==> src/hdl/i2c_master_register_access_assert.svh <==
// assertion macros used by the i2c master core
`ifndef I2C_MASTER_REGISTER_ACCESS_ASSERT_SVH
`define I2C_MASTER_REGISTER_ACCESS_ASSERT_SVH

// clocked check, masked while reset is asserted
`define I2CM_ASSERT(lbl, clk, rst_n, prop, msg) \
    lbl: assert property (@(posedge clk) disable iff (!(rst_n)) (prop)) else $error(msg);

// clocked check that also holds across reset
`define I2CM_ASSERT_ALWAYS(lbl, clk, prop, msg) \
    lbl: assert property (@(posedge clk) (prop)) else $error(msg);

`endif

==> src/hdl/i2cm_pkg.sv <==
`timescale 1ns / 1ps
// types and constants of the i2c master register access block
package i2cm_pkg;

    localparam logic [1:0] MODE_TICK  = 2'd0;
    localparam logic [1:0] MODE_WRITE = 2'd1;
    localparam logic [1:0] MODE_READ  = 2'd2;

    localparam logic [2:0] SEG_IDLE   = 3'd0;
    localparam logic [2:0] SEG_DEV    = 3'd1;
    localparam logic [2:0] SEG_REG    = 3'd2;
    localparam logic [2:0] SEG_DATA   = 3'd3;
    localparam logic [2:0] SEG_RSTART = 3'd4;
    localparam logic [2:0] SEG_DEVR   = 3'd5;
    localparam logic [2:0] SEG_READ   = 3'd6;
    localparam logic [2:0] SEG_STOP   = 3'd7;

    localparam logic [4:0] BURST_MAX = 5'd16;

    typedef struct packed {
        logic [1:0] mode;
        logic [7:0] dev_addr;
        logic [7:0] reg_addr;
        logic [7:0] write_data;
        logic [4:0] read_count;
        logic       sda_in;
    } t_in_item;

    typedef struct packed {
        logic       scl;
        logic       sda_out;
        logic       busy_res;
        logic       read_valid;
        logic [7:0] read_data;
        logic       read_last;
        logic       done_res;
    } t_out_item;

endpackage

==> src/hdl/i2cm_core.sv <==
`timescale 1ns / 1ps
// bus sequencer state, phase register and per-tick next-state logic
`include "i2c_master_register_access_assert.svh"
module i2cm_core (
    input  logic                i_clk,
    input  logic                i_rst_n,
    input  logic                i_cfg_we,
    input  logic [15:0]         i_cfg_data,
    input  logic                i_accept,
    input  i2cm_pkg::t_in_item  i_item,
    output i2cm_pkg::t_out_item o_res
);
    import i2cm_pkg::*;

    logic [15:0] r_phase_ticks;
    logic [2:0]  r_seg, n_seg;
    logic [2:0]  r_sub, n_sub;
    logic [2:0]  r_bit, n_bit;
    logic [7:0]  r_shift, n_shift;
    logic [4:0]  r_left, n_left;
    logic [7:0]  r_dev, n_dev;
    logic [7:0]  r_reg, n_reg;
    logic [7:0]  r_data, n_data;
    logic        r_mode, n_mode;
    logic [15:0] r_div, n_div;
    logic        r_scl, n_scl;
    logic        r_sda, n_sda;

    logic        w_busy;
    logic [16:0] w_ph;
    logic [16:0] w_div_inc;
    logic [4:0]  w_cnt;
    logic [2:0]  w_base;
    logic        w_last;
    logic [7:0]  w_rx;
    t_out_item   w_res;

    assign w_busy    = ({r_seg, r_sub} != 6'd0);
    assign w_ph      = (r_phase_ticks == 16'd0) ? 17'd1 : {1'b0, r_phase_ticks};
    assign w_div_inc = {1'b0, r_div} + 17'd1;
    assign w_base    = (r_seg == SEG_IDLE) ? 3'd1 : 3'd0;
    assign w_last    = (r_left <= 5'd1);
    assign w_rx      = {r_shift[6:0], i_item.sda_in};

    always_comb begin
        priority if (i_item.read_count == 5'd0) begin
            w_cnt = 5'd1;
        end else if (i_item.read_count > BURST_MAX) begin
            w_cnt = BURST_MAX;
        end else begin
            w_cnt = i_item.read_count;
        end
    end

    always_comb begin
        n_seg   = r_seg;
        n_sub   = r_sub;
        n_bit   = r_bit;
        n_shift = r_shift;
        n_left  = r_left;
        n_dev   = r_dev;
        n_reg   = r_reg;
        n_data  = r_data;
        n_mode  = r_mode;
        n_div   = r_div;
        n_scl   = r_scl;
        n_sda   = r_sda;

        w_res            = '0;
        w_res.scl        = r_scl;
        w_res.sda_out    = r_sda;
        w_res.busy_res   = w_busy;

        if (!w_busy) begin
            n_div = '0;
            if (i_item.mode == MODE_WRITE || i_item.mode == MODE_READ) begin
                n_dev  = i_item.dev_addr;
                n_reg  = i_item.reg_addr;
                n_data = i_item.write_data;
                n_mode = (i_item.mode == MODE_READ);
                n_left = w_cnt;
                n_seg  = SEG_IDLE;
                n_sub  = 3'd1;
                n_scl  = 1'b1;
                n_sda  = 1'b1;
            end
        end else if (w_div_inc < w_ph) begin
            n_div = w_div_inc[15:0];
        end else begin
            n_div = '0;
            unique case (r_seg)
                SEG_IDLE, SEG_RSTART: begin
                    priority if (r_sub == w_base || r_sub == w_base + 3'd1) begin
                        n_sub = r_sub + 3'd1;
                        n_scl = 1'b1;
                        n_sda = 1'b0;
                    end else if (r_sub == w_base + 3'd2) begin
                        n_seg   = (r_seg == SEG_IDLE) ? SEG_DEV : SEG_DEVR;
                        n_shift = (r_seg == SEG_IDLE) ? r_dev : r_dev + 8'd1;
                        n_bit   = '0;
                        n_sub   = 3'd0;
                        n_scl   = 1'b0;
                    end else begin
                        n_seg = SEG_IDLE;
                        n_sub = 3'd0;
                        n_scl = 1'b1;
                        n_sda = 1'b1;
                    end
                end
                SEG_DEV, SEG_REG, SEG_DATA, SEG_DEVR: begin
                    case (r_sub)
                        3'd0: begin
                            n_sub = 3'd1;
                            n_scl = 1'b0;
                            n_sda = r_shift[7];
                        end
                        3'd1: begin
                            n_sub = 3'd2;
                            n_scl = 1'b1;
                        end
                        3'd2: begin
                            n_shift = {r_shift[6:0], 1'b0};
                            n_scl   = 1'b0;
                            if (r_bit == 3'd7) begin
                                n_bit = '0;
                                n_sub = 3'd3;
                            end else begin
                                n_bit = r_bit + 3'd1;
                                n_sub = 3'd0;
                            end
                        end
                        3'd3: begin
                            n_sub = 3'd4;
                            n_scl = 1'b0;
                            n_sda = 1'b1;
                        end
                        3'd4: begin
                            n_sub = 3'd5;
                            n_scl = 1'b1;
                            n_sda = 1'b1;
                        end
                        3'd5: begin
                            // slave ack is not sampled here; it is ignored
                            n_sub = 3'd6;
                            n_scl = 1'b0;
                            n_sda = 1'b1;
                        end
                        3'd6: begin
                            n_sub = 3'd0;
                            n_scl = 1'b0;
                            unique case (r_seg)
                                SEG_DEV: begin
                                    n_seg   = SEG_REG;
                                    n_shift = r_reg;
                                    n_bit   = '0;
                                end
                                SEG_REG: begin
                                    if (r_mode) begin
                                        n_seg = SEG_RSTART;
                                        n_scl = 1'b1;
                                        n_sda = 1'b1;
                                    end else begin
                                        n_seg   = SEG_DATA;
                                        n_shift = r_data;
                                        n_bit   = '0;
                                    end
                                end
                                SEG_DATA: begin
                                    n_seg = SEG_STOP;
                                end
                                default: begin
                                    n_seg   = SEG_READ;
                                    n_shift = '0;
                                    n_bit   = '0;
                                    n_sda   = 1'b1;
                                end
                            endcase
                        end
                        default: begin
                            n_seg = SEG_IDLE;
                            n_sub = 3'd0;
                            n_scl = 1'b1;
                            n_sda = 1'b1;
                        end
                    endcase
                end
                SEG_READ: begin
                    case (r_sub)
                        3'd0: begin
                            n_sub = 3'd1;
                            n_scl = 1'b1;
                            n_sda = 1'b1;
                        end
                        3'd1: begin
                            n_shift = w_rx;
                            n_scl   = 1'b0;
                            n_sda   = 1'b1;
                            if (r_bit == 3'd7) begin
                                n_bit            = '0;
                                n_sub            = 3'd2;
                                w_res.read_valid = 1'b1;
                                w_res.read_data  = w_rx;
                                w_res.read_last  = w_last;
                            end else begin
                                n_bit = r_bit + 3'd1;
                                n_sub = 3'd0;
                            end
                        end
                        3'd2: begin
                            // ack every byte but nack the last
                            n_sub = 3'd3;
                            n_scl = 1'b0;
                            n_sda = w_last;
                        end
                        3'd3: begin
                            n_sub = 3'd4;
                            n_scl = 1'b1;
                        end
                        3'd4: begin
                            n_sub = 3'd5;
                            n_scl = 1'b0;
                        end
                        3'd5: begin
                            n_sub = 3'd0;
                            n_scl = 1'b0;
                            if (w_last) begin
                                n_seg = SEG_STOP;
                            end else begin
                                n_left  = r_left - 5'd1;
                                n_shift = '0;
                                n_sda   = 1'b1;
                            end
                        end
                        default: begin
                            n_seg = SEG_IDLE;
                            n_sub = 3'd0;
                            n_scl = 1'b1;
                            n_sda = 1'b1;
                        end
                    endcase
                end
                SEG_STOP: begin
                    case (r_sub)
                        3'd0: begin
                            n_sub = 3'd1;
                            n_scl = 1'b0;
                            n_sda = 1'b0;
                        end
                        3'd1: begin
                            n_sub = 3'd2;
                            n_scl = 1'b1;
                            n_sda = 1'b0;
                        end
                        3'd2: begin
                            n_sub = 3'd3;
                            n_scl = 1'b1;
                            n_sda = 1'b1;
                        end
                        3'd3: begin
                            w_res.done_res = 1'b1;
                            n_seg = SEG_IDLE;
                            n_sub = 3'd0;
                            n_scl = 1'b1;
                            n_sda = 1'b1;
                        end
                        default: begin
                            n_seg = SEG_IDLE;
                            n_sub = 3'd0;
                            n_scl = 1'b1;
                            n_sda = 1'b1;
                        end
                    endcase
                end
            endcase
        end
    end

    always_ff @(posedge i_clk) begin
        if (!i_rst_n) begin
            r_phase_ticks <= 16'd1;
            r_seg   <= SEG_IDLE;
            r_sub   <= '0;
            r_bit   <= '0;
            r_shift <= '0;
            r_left  <= '0;
            r_dev   <= '0;
            r_reg   <= '0;
            r_data  <= '0;
            r_mode  <= 1'b0;
            r_div   <= '0;
            r_scl   <= 1'b1;
            r_sda   <= 1'b1;
        end else begin
            if (i_cfg_we) begin
                r_phase_ticks <= i_cfg_data;
            end
            if (i_accept) begin
                r_seg   <= n_seg;
                r_sub   <= n_sub;
                r_bit   <= n_bit;
                r_shift <= n_shift;
                r_left  <= n_left;
                r_dev   <= n_dev;
                r_reg   <= n_reg;
                r_data  <= n_data;
                r_mode  <= n_mode;
                r_div   <= n_div;
                r_scl   <= n_scl;
                r_sda   <= n_sda;
            end
        end
    end

    assign o_res = w_res;

    `I2CM_ASSERT(a_idle_div_clear, i_clk, i_rst_n, (!w_busy) |-> (r_div == 16'd0), "divider not clear while idle")
    `I2CM_ASSERT(a_idle_released, i_clk, i_rst_n, (!w_busy) |-> (r_scl && r_sda), "bus not released while idle")
    `I2CM_ASSERT(a_burst_bound, i_clk, i_rst_n, r_left <= BURST_MAX, "burst count above limit")
    `I2CM_ASSERT(a_done_to_idle, i_clk, i_rst_n, (i_accept && w_res.done_res) |=> !w_busy, "stop did not return to idle")
    `I2CM_ASSERT(a_rx_only_read, i_clk, i_rst_n, w_res.read_valid |-> (r_seg == SEG_READ), "read byte outside read segment")

endmodule

==> src/hdl/i2cm_out_stage.sv <==
`timescale 1ns / 1ps
// result register with valid and stall toward the consumer
module i2cm_out_stage (
    input  logic                i_clk,
    input  logic                i_rst_n,
    input  logic                i_load,
    input  i2cm_pkg::t_out_item i_res,
    input  logic                i_stall,
    output logic                o_full_stall,
    output logic                o_valid,
    output i2cm_pkg::t_out_item o_res
);
    import i2cm_pkg::*;

    logic      r_valid, n_valid;
    t_out_item r_res;

    assign o_full_stall = r_valid && i_stall;

    always_comb begin
        priority if (i_load) begin
            n_valid = 1'b1;
        end else if (i_stall) begin
            n_valid = r_valid;
        end else begin
            n_valid = 1'b0;
        end
    end

    always_ff @(posedge i_clk) begin
        if (!i_rst_n) begin
            r_valid <= 1'b0;
        end else begin
            r_valid <= n_valid;
        end
    end

    always_ff @(posedge i_clk) begin
        if (i_load) begin
            r_res <= i_res;
        end
    end

    assign o_valid = r_valid;
    assign o_res   = r_res;

endmodule

==> src/hdl/i2c_master_register_access.sv <==
`timescale 1ns / 1ps
// top level of the i2c master register access block. every input item is one
// bus tick: it may start a register write or a burst read when the bus is idle,
// and it carries the sampled sda level. the block takes one item per clock cycle
// while it is not stalled and returns exactly one result item per input item,
// in the cycle after the item is taken, from a result register; a stalled result
// only holds the input off while the result register is still occupied. the rate
// is set by the combinational sequencer step between the phase state registers
// and the result register. each pin phase lasts phase_ticks items (zero acts as
// one); write phase_ticks only while no transaction is in progress.
module i2c_master_register_access (
    input  logic                i_clk,
    input  logic                i_rst_n,
    input  logic                i_in_valid,
    output logic                o_in_stall,
    input  i2cm_pkg::t_in_item  i_in_data,
    output logic                o_out_valid,
    input  logic                i_out_stall,
    output i2cm_pkg::t_out_item o_out_data,
    input  logic                i_cfg_valid,
    output logic                o_cfg_ready,
    input  logic [15:0]         i_cfg_data
);
    import i2cm_pkg::*;

    logic      w_accept;
    logic      w_full_stall;
    t_out_item w_res;

    assign o_in_stall  = w_full_stall;
    assign w_accept    = i_in_valid && !w_full_stall;
    assign o_cfg_ready = 1'b1;

    i2cm_core u_core (
        .i_clk      (i_clk),
        .i_rst_n    (i_rst_n),
        .i_cfg_we   (i_cfg_valid),
        .i_cfg_data (i_cfg_data),
        .i_accept   (w_accept),
        .i_item     (i_in_data),
        .o_res      (w_res)
    );

    i2cm_out_stage u_out (
        .i_clk        (i_clk),
        .i_rst_n      (i_rst_n),
        .i_load       (w_accept),
        .i_res        (w_res),
        .i_stall      (i_out_stall),
        .o_full_stall (w_full_stall),
        .o_valid      (o_out_valid),
        .o_res        (o_out_data)
    );

endmodule
==> config.mk <==
export PLATFORM = sky130hd
export DESIGN_NAME = i2c_master_register_access
export DESIGN_NICKNAME = d
export VERILOG_FILES = /design/src/hdl/i2cm_pkg.sv /design/src/hdl/i2cm_core.sv /design/src/hdl/i2cm_out_stage.sv /design/src/hdl/i2c_master_register_access.sv
export VERILOG_INCLUDE_DIRS = /design/src /design/src/hdl
export SDC_FILE = /design/constraint.sdc
export NUM_CORES = 1
export LEC_CHECK = 0
export ABC_AREA = 1
export BUFFER_PORTS_ARGS = -buffer_cell sky130_fd_sc_hd__buf_2
export CORE_MARGIN = 5
export CORE_UTILIZATION = 45
export DETAILED_ROUTE_END_ITERATION = 6
export PLACE_DENSITY = 0.63
export REMOVE_ABC_BUFFERS = 1
export SLEW_MARGIN = 20
export SYNTH_ARGS = -nofsm -noshare
export SYNTH_HDL_FRONTEND = slang
export SYNTH_HIERARCHICAL = 1
export SYNTH_SLANG_ARGS = --single-unit
==> constraint.sdc <==
create_clock -name i_clk -period 2.82 [get_ports i_clk]
set_input_delay 0.564 -clock i_clk [delete_from_list [all_inputs] [get_ports i_clk]]
set_output_delay 0.564 -clock i_clk [all_outputs]
set_load 0.005 [all_outputs]
==> impl_metrics.yaml <==
floorplanning:
  initial_core_util_pct: 46.1
  fp-row-count: 40
  core_sq_um: 12000
  die_x_um: 121
  die_h_um: 121
  die_area_sq_um: 14600
  ioPinCount: 70
clocking:
  clkSinkCount: 96
  clk_pin_slew_ns: 0.07
  clock_path_buffers: 2
  clk_latency_ns: 0.36
  cts_tree: "yes"
  cts-buffers-inserted: 9
  hold_buffers: 0
  cts-root-buf: "clkbuf_16"
  h-tree-depth: 3
global_route:
  antenna_found_initial: 0
  grt_pass1_wl_mm: 23.1
  grt_max_degree: 59
  gr-total-overflow: 0
  grt_pass1_vias: 4936
  track_usage_pct: 19.5
power_and_ir_drop:
  power_uw: 5480
  p_leak_uw: 0.00305
  power_density_nw_per_um2: 808
  peakVddDrop_mv: 0.520
finish:
  layout_common_cells: "143 x nand2_1, 107 x inv_1, 76 x dfxtp_1, 75 x nor2_1, 74 x a21oi_1"
  layout_commonest_cell: "nand2_1"
  area_growth_syn_to_layout_pct: 22.6
  layout-drive-gt1-share_pct: 21.1
  layout.cells.non_filler: 1013
  n_fill_cell: 1130
  fin_nets: 942
  diodes: 0
  fin_util_pct: 56.5
  fin_area_sq_um: 6780
routing:
  drt_iter0_drc: 361
  drc: 0
  vias_per_cell: 5.36
  ant_nets: 0
  drt-wirelength-per-cell_um: 14.7
  dr_total_vias: 5433
  dr.pass1.iters: 5
  wl_mm: 14.9
sta:
  timing.final.crit_share_pct: 98.8
  rsz0062_at_grt: "true"
  setup-violations-final: 0
  drv_slew: 0
  fin_ws_ns: 0.0340
  max_slew_margin_pct: 54.0
  max_clock_freq_ghz: 0.359
  finalHoldViolations: 0
  finalClockSkew_ns: 0.00737
  final.min_clock_period_ns: 2.79
  worst_pin_slew_ns: 0.689
synthesis:
  synthAdderAreaFrac_pct: 6.33
  synth-xor-area-share_pct: 3.01
  synth_compound_area_share_pct: 16.9
  synth-edff-count: 14
  ys.flop_type: "dfxtp_1"
  synth_cell_type_count: 46
  avgSynthCellArea_sq_um: 7.09
  synth_seq_cells: 96
  synth_top_family_by_area: "simple AND/OR/NAND/NOR gates"
  synthSimpleGateAreaFrac_pct: 26.1
  synthMuxAreaShare_pct: 0
  yosysWarnings: 6
  synth_cells: 781
  synth_area_sq_um: 5530
  seq_area_frac_synth_pct: 37.3
  async_flop_share_pct: 0
worst_setup_path:
  r2r_cells: 17
  cp_num_cells: 17
  crit_type: "reg2reg"
  critPathArrivalTime_ns: 3.07
  path_buf_inv: 2
  critPathMaxFanout: 8
  critPathLaunchType: "register"
  critPathRequiredTime_ns: 3.11
  cp_slowest_cell: "dfxtp_4"
  path_delay_family: "simple AND/OR/NAND/NOR gates"
  cp-end-kind: "register"
  crit_chain: "nand3_4 > nor3_4 > nand4_1 > nor2_2 > xor2_1 > inv_1 > ha_4 > a21oi_1 > o21ai_2 > nand3_1 > nand2_2 > nor2_4 > nand2_4 > nor2_4 > clkbuf_16 > nand2_1 > a21oi_1"
  cp_slowest_stage_delay_ns: 0.38
worst_hold_path:
  hold_path.class: "in2reg"
  worstHoldPathCells: 2
placed_design:
  pre_cts_slack_ns: -0.0952
  dp_cells: 988
  port_buffers: 68
  postPlaceCellArea_sq_um: 6070
  dp_hpwl_mm: 10.4
  gp_congestion: 0.905
job:
  cap_violations: 0
outcome:
  status: "completed"
worst register-to-register path: stages, from the launching register on:
cell and delay (ns):
dfxtp_4 0.38, nand3_4 0.10, nor3_4 0.24, nand4_1 0.17, nor2_2 0.22, xor2_1 0.18, inv_1 0.10, ha_4 0.16
a21oi_1 0.16, o21ai_2 0.08, nand3_1 0.09, nand2_2 0.07, nor2_4 0.13, nand2_4 0.12, nor2_4 0.16, clkbuf_16 0.18
nand2_1 0.06, a21oi_1 0.13
power breakdown:
| part | internal [uW] | switching, uW |
|---|---|---|
| Sequential | 1620 | 150 |
| Clock | 672 | 582 |
| Combinational | 824 | 1630 |
timing repair:
item / 4_1_cts / 5_1_grt
gates resized for setup: 6 / 64
endpoints found under the setup margin: 49 / 51
setup buffers: 0 / 5
cloned: 0 / 4
pin swaps: 2 / 24
per-layer routing:
| layer | GRT usage (%) | vias up | routed length, um | share of wire, % |
|---|---|---|---|---|
| li1 | - | 2731 | - | - |
| met1 | 25.1 | 2530 | 6600 | 44 |
| met2 | 32.6 | 154 | 7300 | 49 |
| met3 | 3.22 | 18 | 736 | 4.9 |
| met4 | 7.51 | 0 | 256 | 1.7 |
| met5 | 0 | - | 0 | 0 |
cell type report:
cell class	count	area, sq um	share of cell area, %
Multi-Input combinational cell	547	3200	47.2
Sequential cell	96	2070	30.6
Timing Repair Buffer	95	598	8.82
Inverter	112	423	6.23
Clock buffer	10	250	3.69
Tap cell	147	184	2.71
Clock inverter	6	52.6	0.775
worst paths after layout:
kind                                     start                              endpoint  slack [ns]
setup reg to reg  u_core/r_div[0]$_SDFFE_PN0P_          u_core/r_div[2]$_SDFFE_PN0P_        0.03
hold / removal                     i_cfg_valid  u_core/r_phase_ticks[0]$_SDFFE_PN1P_        0.42
hold reg to reg      u_core/r_sda$_SDFFE_PN1P_             u_out/o_res[12]$_DFFE_PP_        0.45
setup / recovery  u_core/r_div[0]$_SDFFE_PN0P_          u_core/r_div[2]$_SDFFE_PN0P_        0.03
synth_stat cells (2+ instances only):
cell | instances | area, sq um
a21o_1 | 3 | 22.5
a21oi_1 | 77 | 385
a21oi_4 | 2 | 32.5
a31oi_1 | 2 | 12.5
and3_1 | 2 | 12.5
buf_2 | 5 | 25.0
buf_4 | 6 | 45.0
buf_6 | 2 | 22.5
clkbuf_1 | 14 | 52.6
dfxtp_1 | 82 | 1640
edfxtp_1 | 14 | 420
ha_1 | 28 | 350
inv_1 | 107 | 402
inv_2 | 3 | 11.3
nand2_1 | 154 | 578
nand2_2 | 3 | 18.8
nand3_1 | 30 | 150
nand4_1 | 27 | 169
nor2_1 | 86 | 323
nor2_2 | 4 | 25.0
nor2_4 | 2 | 22.5
nor3_1 | 7 | 35.0
nor3_2 | 2 | 20.0
o211ai_1 | 3 | 22.5
o21ai_0 | 69 | 345
o221ai_1 | 3 | 26.3
o22ai_1 | 8 | 50.1
xnor2_1 | 6 | 52.6
xor2_1 | 13 | 114
logic make-up (layout without fill, tap and decap cells):
kind of cell	count (synthesis)	in the layout
flip-flops	96	96
AO/OA/AOI/OAI	172	172
AND/OR/NAND/NOR	325	327
XOR/XNOR	19	19
adder cells (fa/ha/maj)	28	28
other	1	1
buffers and inverters	140	223
per-stage QoR:
stage                     setup TNS [ns]  hold WS, ns
after floorplan                    -2.26        0.409
after global routing               -4.21        0.423
after global placement           -0.0763        0.434
final                                  0        0.417
after detailed placement           -2.53        0.435
after CTS                              0        0.406
No activity file was read; power rests on OpenSTA's default activity.
